## src/hw/rtl/nse_pkg.sv

```systemverilog
`timescale 1ns / 1ps
`default_nettype none
// ----------------------------------------------------------------------------
// nse_pkg
// Shared types and constants of the NAND sector ECC engine.
// ----------------------------------------------------------------------------
package nse_pkg;

  localparam int unsigned IDX_W     = 9;
  localparam int unsigned NUM_PAIRS = 9;
  localparam int unsigned NUM_COLS  = 2 * NUM_PAIRS;
  localparam int unsigned PAR_W     = 12;

  localparam logic CMD_DATA  = 1'b0;
  localparam logic CMD_CHECK = 1'b1;

  localparam logic KIND_CODE  = 1'b0;
  localparam logic KIND_CHECK = 1'b1;

  localparam logic [1:0] SECTOR_CLEAN = 2'd0;
  localparam logic [1:0] SECTOR_ECC   = 2'd1;
  localparam logic [1:0] SECTOR_FIX   = 2'd2;
  localparam logic [1:0] SECTOR_UNCOR = 2'd3;

  localparam logic [1:0] PAGE_CLEAN     = 2'd0;
  localparam logic [1:0] PAGE_CORRECTED = 2'd1;
  localparam logic [1:0] PAGE_UNCOR     = 2'd2;

  localparam logic [IDX_W-1:0] LAST_IDX  = 9'h1ff;
  localparam logic [PAR_W-1:0] ALL_PAR   = 12'hfff;
  localparam logic [31:0]      ERASED    = 32'hffff_ffff;

  localparam logic [7:0] MASK_E0 = 8'h55;
  localparam logic [7:0] MASK_O0 = 8'haa;
  localparam logic [7:0] MASK_E1 = 8'h33;
  localparam logic [7:0] MASK_O1 = 8'hcc;
  localparam logic [7:0] MASK_E2 = 8'h0f;
  localparam logic [7:0] MASK_O2 = 8'hf0;

  typedef struct packed {
    logic [1:0]       sector_status;
    logic [IDX_W-1:0] fix_byte;
    logic [2:0]       fix_bit;
    logic [1:0]       page_status;
  } chk_res_t;

endpackage
`default_nettype wire

```

## src/hw/rtl/nse_item_if.sv

```systemverilog
`timescale 1ns / 1ps
`default_nettype none
// ----------------------------------------------------------------------------
// nse_item_if
// Input channel: one beat is a data byte or a check against a stored code.
// ----------------------------------------------------------------------------
interface nse_item_if;
  logic        valid;
  logic        ready;
  logic        cmd;
  logic [7:0]  data_byte;
  logic [31:0] stored_ecc;
  logic        last_sector;

  modport source (output valid, cmd, data_byte, stored_ecc, last_sector, input ready);
  modport sink   (input valid, cmd, data_byte, stored_ecc, last_sector, output ready);
endinterface
`default_nettype wire

```

## src/hw/rtl/nse_result_if.sv

```systemverilog
`timescale 1ns / 1ps
`default_nettype none
// ----------------------------------------------------------------------------
// nse_result_if
// Result channel: one beat is a computed code or a check verdict.
// ----------------------------------------------------------------------------
interface nse_result_if;
  logic        valid;
  logic        ready;
  logic        result_kind;
  logic [31:0] ecc_value;
  logic [1:0]  sector_status;
  logic [8:0]  fix_byte;
  logic [2:0]  fix_bit;
  logic [1:0]  page_status;
  logic        page_done;

  modport source (output valid, result_kind, ecc_value, sector_status, fix_byte, fix_bit,
                  page_status, page_done, input ready);
  modport sink   (input valid, result_kind, ecc_value, sector_status, fix_byte, fix_bit,
                  page_status, page_done, output ready);
endinterface
`default_nettype wire

```

## src/hw/rtl/nse_accum.sv

```systemverilog
`timescale 1ns / 1ps
`default_nettype none
// ----------------------------------------------------------------------------
// nse_accum
// Column XOR accumulator and code generator over one 512-byte sector.
// ----------------------------------------------------------------------------
module nse_accum (
  input  wire logic        clk,
  input  wire logic        rst,
  input  wire logic        en,
  input  wire logic [7:0]  data_byte,
  output logic             code_done,
  output logic [31:0]      code_value,
  output logic [31:0]      held_code
);

  logic [7:0]                  col      [nse_pkg::NUM_COLS];
  logic [7:0]                  col_next [nse_pkg::NUM_COLS];
  logic [nse_pkg::IDX_W-1:0]   byte_count;
  logic [7:0]                  all_xor;
  logic [nse_pkg::PAR_W-1:0]   ev;
  logic [nse_pkg::PAR_W-1:0]   od;

  assign code_done = (byte_count == nse_pkg::LAST_IDX);

  always_comb begin
    for (int j = 0; j < nse_pkg::NUM_PAIRS; j++) begin
      col_next[2*j]   = byte_count[j] ? col[2*j] : (col[2*j] ^ data_byte);
      col_next[2*j+1] = byte_count[j] ? (col[2*j+1] ^ data_byte) : col[2*j+1];
    end
  end

  always_comb begin
    all_xor = col_next[0] ^ col_next[1];
    ev[0] = ^(all_xor & nse_pkg::MASK_E0);
    od[0] = ^(all_xor & nse_pkg::MASK_O0);
    ev[1] = ^(all_xor & nse_pkg::MASK_E1);
    od[1] = ^(all_xor & nse_pkg::MASK_O1);
    ev[2] = ^(all_xor & nse_pkg::MASK_E2);
    od[2] = ^(all_xor & nse_pkg::MASK_O2);
    for (int j = 0; j < nse_pkg::NUM_PAIRS; j++) begin
      ev[3+j] = ^col_next[2*j];
      od[3+j] = ^col_next[2*j+1];
    end
    code_value = {ev[7:0], 4'h0, ev[11:8], od[7:0], 4'h0, od[11:8]};
  end

  always_ff @(posedge clk) begin
    if (rst) begin
      byte_count <= '0;
      held_code  <= '0;
      for (int k = 0; k < nse_pkg::NUM_COLS; k++) begin
        col[k] <= '0;
      end
    end else if (en) begin
      if (code_done) begin
        byte_count <= '0;
        held_code  <= code_value;
        for (int k = 0; k < nse_pkg::NUM_COLS; k++) begin
          col[k] <= '0;
        end
      end else begin
        byte_count <= byte_count + 1'b1;
        for (int k = 0; k < nse_pkg::NUM_COLS; k++) begin
          col[k] <= col_next[k];
        end
      end
    end
  end

endmodule
`default_nettype wire

```

## src/hw/rtl/nse_check.sv

```systemverilog
`timescale 1ns / 1ps
`default_nettype none
// ----------------------------------------------------------------------------
// nse_check
// Syndrome classifier and sticky page verdict flags.
// ----------------------------------------------------------------------------
module nse_check (
  input  wire logic         clk,
  input  wire logic         rst,
  input  wire logic         en,
  input  wire logic [31:0]  stored_ecc,
  input  wire logic         last_sector,
  input  wire logic [31:0]  held_code,
  output nse_pkg::chk_res_t res
);

  logic                        any_corrected;
  logic                        any_uncorrectable;
  logic                        any_corrected_next;
  logic                        any_uncorrectable_next;
  logic [31:0]                 syn;
  logic [nse_pkg::PAR_W-1:0]   ev;
  logic [nse_pkg::PAR_W-1:0]   od;
  logic                        one_bit;

  always_comb begin
    syn     = stored_ecc ^ held_code;
    ev      = {syn[19:16], syn[31:24]};
    od      = {syn[3:0], syn[15:8]};
    one_bit = ((syn & (syn - 32'd1)) == 32'd0);

    res.sector_status = nse_pkg::SECTOR_CLEAN;
    res.fix_byte      = '0;
    res.fix_bit       = '0;
    priority if (syn == 32'd0 || stored_ecc == nse_pkg::ERASED) begin
      res.sector_status = nse_pkg::SECTOR_CLEAN;
    end else if (one_bit) begin
      res.sector_status = nse_pkg::SECTOR_ECC;
    end else if ((ev ^ od) == nse_pkg::ALL_PAR) begin
      res.sector_status = nse_pkg::SECTOR_FIX;
      res.fix_byte      = od[11:3];
      res.fix_bit       = od[2:0];
    end else begin
      res.sector_status = nse_pkg::SECTOR_UNCOR;
    end

    any_corrected_next = any_corrected ||
                         res.sector_status == nse_pkg::SECTOR_ECC ||
                         res.sector_status == nse_pkg::SECTOR_FIX;
    any_uncorrectable_next = any_uncorrectable ||
                             res.sector_status == nse_pkg::SECTOR_UNCOR;

    res.page_status = nse_pkg::PAGE_CLEAN;
    if (last_sector) begin
      priority if (any_uncorrectable_next) begin
        res.page_status = nse_pkg::PAGE_UNCOR;
      end else if (any_corrected_next) begin
        res.page_status = nse_pkg::PAGE_CORRECTED;
      end else begin
        res.page_status = nse_pkg::PAGE_CLEAN;
      end
    end
  end

  always_ff @(posedge clk) begin
    if (rst) begin
      any_corrected     <= 1'b0;
      any_uncorrectable <= 1'b0;
    end else if (en) begin
      if (last_sector) begin
        any_corrected     <= 1'b0;
        any_uncorrectable <= 1'b0;
      end else begin
        any_corrected     <= any_corrected_next;
        any_uncorrectable <= any_uncorrectable_next;
      end
    end
  end

endmodule
`default_nettype wire

```

## src/hw/rtl/nand_sector_ecc_engine_top.sv

```systemverilog
`timescale 1ns / 1ps
`default_nettype none
// ----------------------------------------------------------------------------
// nand_sector_ecc_engine_top
// Hamming ECC over 512-byte NAND sectors: code generation and checking.
// Each beat is held in the input register, and its result then in the output register.
// Throughput: one beat per cycle; the input register and the output register
// are each one stage, and a stalled output holds only items that give results.
// Reset clears the column bytes, the byte count, the held code, the page
// flags and both valid bits.
// ----------------------------------------------------------------------------
module nand_sector_ecc_engine_top (
  input  wire logic     clk,
  input  wire logic     rst,
  nse_item_if.sink      item,
  nse_result_if.source  result
);

  logic        s1_valid;
  logic        s1_cmd;
  logic [7:0]  s1_byte;
  logic [31:0] s1_stored;
  logic        s1_last;
  logic        s1_has_result;
  logic        s1_go;
  logic        out_free;

  logic        code_done;
  logic [31:0] code_value;
  logic [31:0] held_code;
  nse_pkg::chk_res_t chk;

  assign s1_has_result = (s1_cmd == nse_pkg::CMD_CHECK) || code_done;
  assign out_free      = !result.valid || result.ready;
  assign s1_go         = s1_valid && (!s1_has_result || out_free);
  assign item.ready    = !s1_valid || s1_go;

  always_ff @(posedge clk) begin
    if (rst) begin
      s1_valid <= 1'b0;
    end else if (item.ready) begin
      s1_valid <= item.valid;
    end
  end

  always_ff @(posedge clk) begin
    if (item.valid && item.ready) begin
      s1_cmd    <= item.cmd;
      s1_byte   <= item.data_byte;
      s1_stored <= item.stored_ecc;
      s1_last   <= item.last_sector;
    end
  end

  nse_accum u_accum (
    .clk        (clk),
    .rst        (rst),
    .en         (s1_go && s1_cmd == nse_pkg::CMD_DATA),
    .data_byte  (s1_byte),
    .code_done  (code_done),
    .code_value (code_value),
    .held_code  (held_code)
  );

  nse_check u_check (
    .clk         (clk),
    .rst         (rst),
    .en          (s1_go && s1_cmd == nse_pkg::CMD_CHECK),
    .stored_ecc  (s1_stored),
    .last_sector (s1_last),
    .held_code   (held_code),
    .res         (chk)
  );

  always_ff @(posedge clk) begin
    if (rst) begin
      result.valid <= 1'b0;
    end else if (s1_go && s1_has_result) begin
      result.valid <= 1'b1;
    end else if (result.ready) begin
      result.valid <= 1'b0;
    end
  end

  always_ff @(posedge clk) begin
    if (s1_go && s1_has_result) begin
      if (s1_cmd == nse_pkg::CMD_CHECK) begin
        result.result_kind   <= nse_pkg::KIND_CHECK;
        result.ecc_value     <= held_code;
        result.sector_status <= chk.sector_status;
        result.fix_byte      <= chk.fix_byte;
        result.fix_bit       <= chk.fix_bit;
        result.page_status   <= chk.page_status;
        result.page_done     <= s1_last;
      end else begin
        result.result_kind   <= nse_pkg::KIND_CODE;
        result.ecc_value     <= code_value;
        result.sector_status <= nse_pkg::SECTOR_CLEAN;
        result.fix_byte      <= '0;
        result.fix_bit       <= '0;
        result.page_status   <= nse_pkg::PAGE_CLEAN;
        result.page_done     <= 1'b0;
      end
    end
  end

  a_page_done_kind: assert property (@(posedge clk) disable iff (rst)
    result.valid && result.page_done |-> result.result_kind == nse_pkg::KIND_CHECK)
    else $error("page verdict on a code beat");

  a_fix_zero: assert property (@(posedge clk) disable iff (rst)
    result.valid && result.sector_status != nse_pkg::SECTOR_FIX
      |-> result.fix_byte == '0 && result.fix_bit == '0)
    else $error("fix position without a fixable data bit");

  a_code_beat: assert property (@(posedge clk) disable iff (rst)
    result.valid && result.result_kind == nse_pkg::KIND_CODE
      |-> result.sector_status == nse_pkg::SECTOR_CLEAN &&
          result.page_status == nse_pkg::PAGE_CLEAN)
    else $error("status on a code beat");

  a_stage_hold: assert property (@(posedge clk) disable iff (rst)
    s1_valid && !s1_go |=> s1_valid && $stable(s1_cmd) && $stable(s1_stored))
    else $error("input stage lost a stalled beat");

endmodule
`default_nettype wire
```

## src/flat_wrapper.sv

```systemverilog
// flat-port wrapper written by rule: the top's interface ports become plain ports
module nand_sector_ecc_engine_top_flat 
  (clk, rst, item_valid, item_cmd, item_data_byte, item_stored_ecc, item_last_sector, item_ready, result_valid, result_result_kind, result_ecc_value, result_sector_status, result_fix_byte, result_fix_bit, result_page_status, result_page_done, result_ready);
  nse_item_if item_i ();
  nse_result_if result_i ();
  input  wire logic clk;
  input  wire logic rst;
  input wire logic [$bits(item_i.valid)-1:0] item_valid;
  input wire logic [$bits(item_i.cmd)-1:0] item_cmd;
  input wire logic [$bits(item_i.data_byte)-1:0] item_data_byte;
  input wire logic [$bits(item_i.stored_ecc)-1:0] item_stored_ecc;
  input wire logic [$bits(item_i.last_sector)-1:0] item_last_sector;
  output wire logic [$bits(item_i.ready)-1:0] item_ready;
  output wire logic [$bits(result_i.valid)-1:0] result_valid;
  output wire logic [$bits(result_i.result_kind)-1:0] result_result_kind;
  output wire logic [$bits(result_i.ecc_value)-1:0] result_ecc_value;
  output wire logic [$bits(result_i.sector_status)-1:0] result_sector_status;
  output wire logic [$bits(result_i.fix_byte)-1:0] result_fix_byte;
  output wire logic [$bits(result_i.fix_bit)-1:0] result_fix_bit;
  output wire logic [$bits(result_i.page_status)-1:0] result_page_status;
  output wire logic [$bits(result_i.page_done)-1:0] result_page_done;
  input wire logic [$bits(result_i.ready)-1:0] result_ready;
  assign item_i.valid = item_valid;
  assign item_i.cmd = item_cmd;
  assign item_i.data_byte = item_data_byte;
  assign item_i.stored_ecc = item_stored_ecc;
  assign item_i.last_sector = item_last_sector;
  assign item_ready = item_i.ready;
  assign result_valid = result_i.valid;
  assign result_result_kind = result_i.result_kind;
  assign result_ecc_value = result_i.ecc_value;
  assign result_sector_status = result_i.sector_status;
  assign result_fix_byte = result_i.fix_byte;
  assign result_fix_bit = result_i.fix_bit;
  assign result_page_status = result_i.page_status;
  assign result_page_done = result_i.page_done;
  assign result_i.ready = result_ready;
  nand_sector_ecc_engine_top u_core (.clk(clk), .rst(rst), .item(item_i), .result(result_i));
endmodule
```

## config.mk

```make
export PLATFORM = sky130hd
export DESIGN_NAME = nand_sector_ecc_engine_top_flat
export DESIGN_NICKNAME = d
export VERILOG_FILES = /design/src/hw/rtl/nse_pkg.sv /design/src/hw/rtl/nse_item_if.sv /design/src/hw/rtl/nse_result_if.sv /design/src/hw/rtl/nse_accum.sv /design/src/hw/rtl/nse_check.sv /design/src/hw/rtl/nand_sector_ecc_engine_top.sv /design/src/flat_wrapper.sv
export SDC_FILE = /design/constraint.sdc
export NUM_CORES = 1
export LEC_CHECK = 0
export BUFFER_PORTS_ARGS = -buffer_cell sky130_fd_sc_hd__buf_2
export CORE_UTILIZATION = 61
export DETAILED_ROUTE_END_ITERATION = 7
export PLACE_DENSITY = 0.85
export SYNTH_ARGS = -nofsm -noshare
export SYNTH_HDL_FRONTEND = slang
export SYNTH_SLANG_ARGS = --single-unit
```

## constraint.sdc

```tcl
create_clock -name clk -period 6.2 [get_ports clk]
set_clock_uncertainty 0.05 [all_clocks]
set_input_delay 0 -clock clk [delete_from_list [all_inputs] [get_ports clk]]
set_output_delay 0 -clock clk [all_outputs]
set_load 0.01 [all_outputs]
```

---- Word-level counts from Yosys, hierarchy flattened ----
Memory sizes are Yosys's and may differ from the RTL's.
Cells that the tools add are included.
word-level totals
  bits in registers ....................... 121
  bits in latches ......................... 0
  bits in writable memories ............... 144
  bits in read-only memories .............. 0
  input bits .............................. 46
  output and inout bits ................... 52
  memories kept ........................... 1
memory list
  memory              depth  width  rd ports  clocked after Yosys merged registers in  wr ports  RTL line         source
  u_core.u_accum.col  18     8      18        0                                        18        nse_accum.sv:17  logic [7:0] col [nse_pkg::NUM_COLS];
operators by class
  $add $sub $neg .......................... 2
  $mul .................................... 0
  divide/modulo/power cells ............... 0
  order comparisons ....................... 0
  eq/ne operators ......................... 6
  shifts and indexed selects .............. 0
  multiplexer cells ....................... 76
  bitwise gates (word level) .............. 61
  reduce and logical (&&, ||, !) cells .... 47
operators with widths
  kind                     count
  $mux W8                  54
  $reduce_xor A8 Y1        24
  $xor A8 B8 Y8            19
  $logic_not A32 Y1        2
  $or A1 B1 Y1             36
  $and A32 B32 Y32         1
  $eq A32 B32 Y1 const B   1
  $mux W32                 1
  $sub A32 B1 Y32 const B  1
  $xor A32 B32 Y32         1
  $mux W1                  17
  $eq A12 B12 Y1 const B   1
  $xor A12 B12 Y12         1
  $add A9 B1 Y9 const B    1
  $eq A9 B9 Y1 const B     1
  $mux W9                  1
  $logic_or A1 B1 Y1       8
  $mux W2                  3
  $logic_and A1 B1 Y1      5
  $eq A2 B2 Y1 const B     2
  $reduce_and A2 Y1        2
  $reduce_or A4 Y1         1
  $logic_not A1 Y1         3
  $not A1 Y1               3
  other kinds (3)          3

---- Logic depth before layout (Yosys ltp) ----
  word-level depth ........................ 11
  mapped depth ............................ 11
  mapped depth without buffers ............ 11

---- By module ----
From an unflattened synthesis, not the netlist that was laid out.
unflattened totals
  cells, all modules ...................... 1333
  area total of the unflattened synthesis .. 15103.2 µm²
modules (own cells, without submodules)
  module                      times used  cells an instance  area each (µm²)  sequential area each (µm²)
  nse_accum                   1           1009               10415.0          4984.8
  nand_sector_ecc_engine_top  1           161                3525.9           2802.7
  nse_check                   1           163                1162.4           40.0

---- Worst setup path before layout ----
Ideal clock, no wire load.
  kind .................................... flip-flop to flip-flop
  start point ............................. reg u_core.u_accum.byte_count[7] (netlist name)
  end point ............................... mem u_core.u_accum.col[0][0], enable pin
  setup time .............................. 1.174 ns
  arrival ................................. 4.452 ns
  setup slack ............................. 0.524 ns
  cell stages (with the launch flop) ...... 9
  buffers on the path ..................... 3
  clock period less this slack ............ 5.676 ns
  cell sequence ........................... dfxtp_1 -> clkbuf_1 -> clkbuf_1 -> and3_1 -> ha_1 -> clkinv_1 -> o211ai_1 -> clkbuf_1 -> nand2b_1
RTL lines
  element                 RTL line         source
  start, declared         nse_accum.sv:19  logic [nse_pkg::IDX_W-1:0] byte_count;
  start signal, assigned  nse_accum.sv:63  byte_count <= byte_count + 1'b1;
  end, declared           nse_accum.sv:17

==> run metrics <==
Hold WC Path Type=input pin to flip-flop; total die area=~0.024 mm2; Reg clk slew, reported paths=0.06 ns; first-pass GRT wire length=50400 um; Cell Pwr Density=293 mW/mm2; dpl cells=1574; cell leakage power=roughly 0.0055 uW; TritonCTS Buffers=28; Critical-path top delay cell=dfxtp_1; total track usage=0.272; Clock Tree Buf Depth=3; detailed-route DRC error count=0; vias post-DR=about 9500; Max Fclk=between 0.2 and 0.25 GHz; Final Cycle Share=0.753; top-level port count=just under 100; most frequent cells in the layout=xnor2_1 (263), edfxtp_1 (228), nor2_1 (187); total power=roughly 4700 uW; Max Cap Violations=0; YS warnings=0; Seq/Total Area, Yosys=0.542; Slew HR=0.184; post-cts resize count=0; critical path peak fanout=73; Worst EP required=roughly 6.3 ns; fin crit period=~4.7 ns; design area=roughly 0.016 mm2; Core Box Area=around 0.023 mm2; unrepaired setup endpoints after global routing=no; largest cells by area after synthesis=edfxtp_1 (49%), xnor2_1 (16%), xor2_1 (6.8%); cell taking the most area after synthesis=edfxtp_1; sequential share of power=0.456; Distinct cells, synth=between 50 and 60; Buf+Inv Stages, Crit Path=3; syn_area_per_cell=between 10 and 15 um2; depth of the worst register-to-register path=10; ys flop type=edfxtp_1; Cell Chain, Critical Path=ha_1 > nand2_1 > nor2_1 > and3_1 > ha_1 > clkinv_1 > o211ai_1 > buf_4 > nand2b_4 > buf_4; commonest non-fill, non-tap cell in the layout=xnor2_1; async set or reset register ratio after synthesis=0; setup_tns=0 ns; Area growth, synth to finish=14.8%; Psw=roughly 1200 uW; Inserted Diodes=0; Via density=between 5 and 6; CTS H-tree depth=1; dpl hpwl=approximately 19000 um; Finished Layout Cells=around 1700; clock sink total=around 270; critical path depth in cells=10; pin count of the biggest net entering global routing=around 110; DIE WIDTH=roughly 150 um; Post-Syn Instances=between 1000 and 1500; clock share of power=0.388; vias in the first global route=roughly 9500; Hold Path Depth=2; post-CTS setup buffers=0; worst path arrival time=roughly 4.8 ns; final WL=between 30000 and 40000 um; fin nets=between 1000 and 1500; # setup viols final=0; switching share of power=0.255; WL/cell=approximately 19 um; FF+latch count, synth=~270; EDFF count, synth=between 200 and 250; Yosys top cell area share=0.489; Gate power share=0.156; Final ANT Viol Nets=0; worst-margin pin slew=around 1.2 ns; Worst path max stage delay=0.90 ns; Port Buffer Count=a little under 90; antenna violations before repair=0; hold_buf cts=47; grt ovf=0; Die Y=around 150 um; row cnt=55; GPL Wtd Cong=0.980; WS Path Type=flip-flop to flip-flop; worst skew pair latency=about 0.54 ns; crit-path leading delay family=buffers and inverters; TritonRoute pass-1 iters=5; Initial Util=0.620; CP startpoint kind=flip-flop; Peak supply drop=0.259 mV; layout cell share with drive strength beyond 1=0.119; status=completed; synthesized area=~0.014 mm2; post-place instance area=between 0.01 and 0.015 mm2; Final Max Tran Viols=0; Detailed Route Iter0 Violations=752; CTS tree=done; Final Hold Viols=0; CP endpoint kind=flip-flop; Int Pwr=between 3000 and 4000 uW; Post-Route Utilization=0.712; root buffer cell=clkbuf_16
-- power by group through the flow --
stage               sequential [uW]  combinational [uW]  clock [uW]
finish                         2140                 731        1830
global route                   2150                 783        1900
CTS                            2140                 723        1830
detailed placement             2180                 689           0
global placement               2170                 675           0
floorplan                      2150                 529           0
-- metal layers --
layer  track usage  wire length [um]
met4         0.100              1070
met2         0.464             15600
met1         0.355             12900
met5             0                 0
met3        0.0386              2270
-- flip-flops by register name (all words and copies together) (netlist names), 2 cells and up --
name / count
u_core.u_accum.col: 144
u_core.s1_stored: 32
u_core.result.ecc_value: 24
u_core.u_accum.held_code: 24
u_core.result.fix_byte: 9
u_core.u_accum.byte_count: 9
u_core.s1_byte: 8
u_core.result.fix_bit: 3
u_core.result.page_status: 2
u_core.result.sector_status: 2
-- metrics by stage --
| step | hold WS (ns) | setup WS (ns) |
|---|---|---|
| 5_1_grt | 0.113 | 1.19 |
| 4_1_cts | 0.105 | 1.62 |
| 3_3_place_gp | 0.128 | 1.76 |
| 6_report | 0.130 | 1.53 |
| 2_1_floorplan | 0.0489 | 0.524 |
| 3_5_place_dp | 0.128 | 1.65 |
-- final cells by class --
type,count,area (um2)
repair buffers,142,961
inverters,8,30.0
fillers,1481,6510
clock inverters,14,221
flip-flops and latches,265,7590
clock buffers,38,779
multi-input cells,921,6130
well taps,285,357
-- worst paths after layout --
| path | end | from | slack, ns |
|---|---|---|---|
| setup / recovery | u_core.u_accum.col[16][2]$_SDFFCE_PN0P_ | u_core.u_accum.byte_count[0]$_SDFFE_PP0P_ | 1.53 |
| hold / removal | u_core.s1_byte[2]$_DFFE_PP_ | item_data_byte[2] | 0.13 |
| setup reg to reg | u_core.u_accum.col[16][2]$_SDFFCE_PN0P_ | u_core.u_accum.byte_count[0]$_SDFFE_PP0P_ | 1.53 |
| hold reg to reg | u_core.u_check.any_uncorrectable$_SDFFE_PP0P_ | u_core.u_check.any_uncorrectable$_SDFFE_PP0P_ | 0.44 |
-- cell usage after synthesis (2+ instances only) --
| library cell | n |
|---|---|
| a211oi_1 | 2 |
| a21oi_1 | 8 |
| a22o_1 | 9 |
| a31oi_1 | 3 |
| a32o_1 | 2 |
| buf_1 | 9 |
| buf_4 | 8 |
| clkbuf_1 | 54 |
| dfxtp_1 | 37 |
| edfxtp_1 | 228 |
| ha_1 | 2 |
| inv_1 | 7 |
| mux2_2 | 8 |
| nand2_1 | 128 |
| nand2b_1 | 5 |
| nand3_1 | 11 |
| nand4_1 | 12 |
| nor2_1 | 188 |
| nor2b_1 | 77 |
| nor3_1 | 6 |
| nor4_1 | 5 |
| o2111ai_1 | 2 |
| o21ai_0 | 24 |
| o22ai_1 | 3 |
| o31ai_1 | 2 |
| o41ai_1 | 17 |
| or3_1 | 2 |
| xnor2_1 | 263 |
| xnor2_2 | 6 |
| xor2_1 | 108 |
-- cells by family after synthesis --
kind of cell | count (synthesis) | synth area share
other | 1 | 0.000268
adders and majority gates | 3 | 0.00250
DFF | 265 | 0.542
muxes | 8 | 0.00644
and+or+nand+nor | 445 | 0.145
buffers and inverters | 80 | 0.0237
AOI/OAI and AO/OA | 80 | 0.0408
xor gates and xnor gates | 377 | 0.239
No activity file was read; power rests on OpenSTA's default activity.
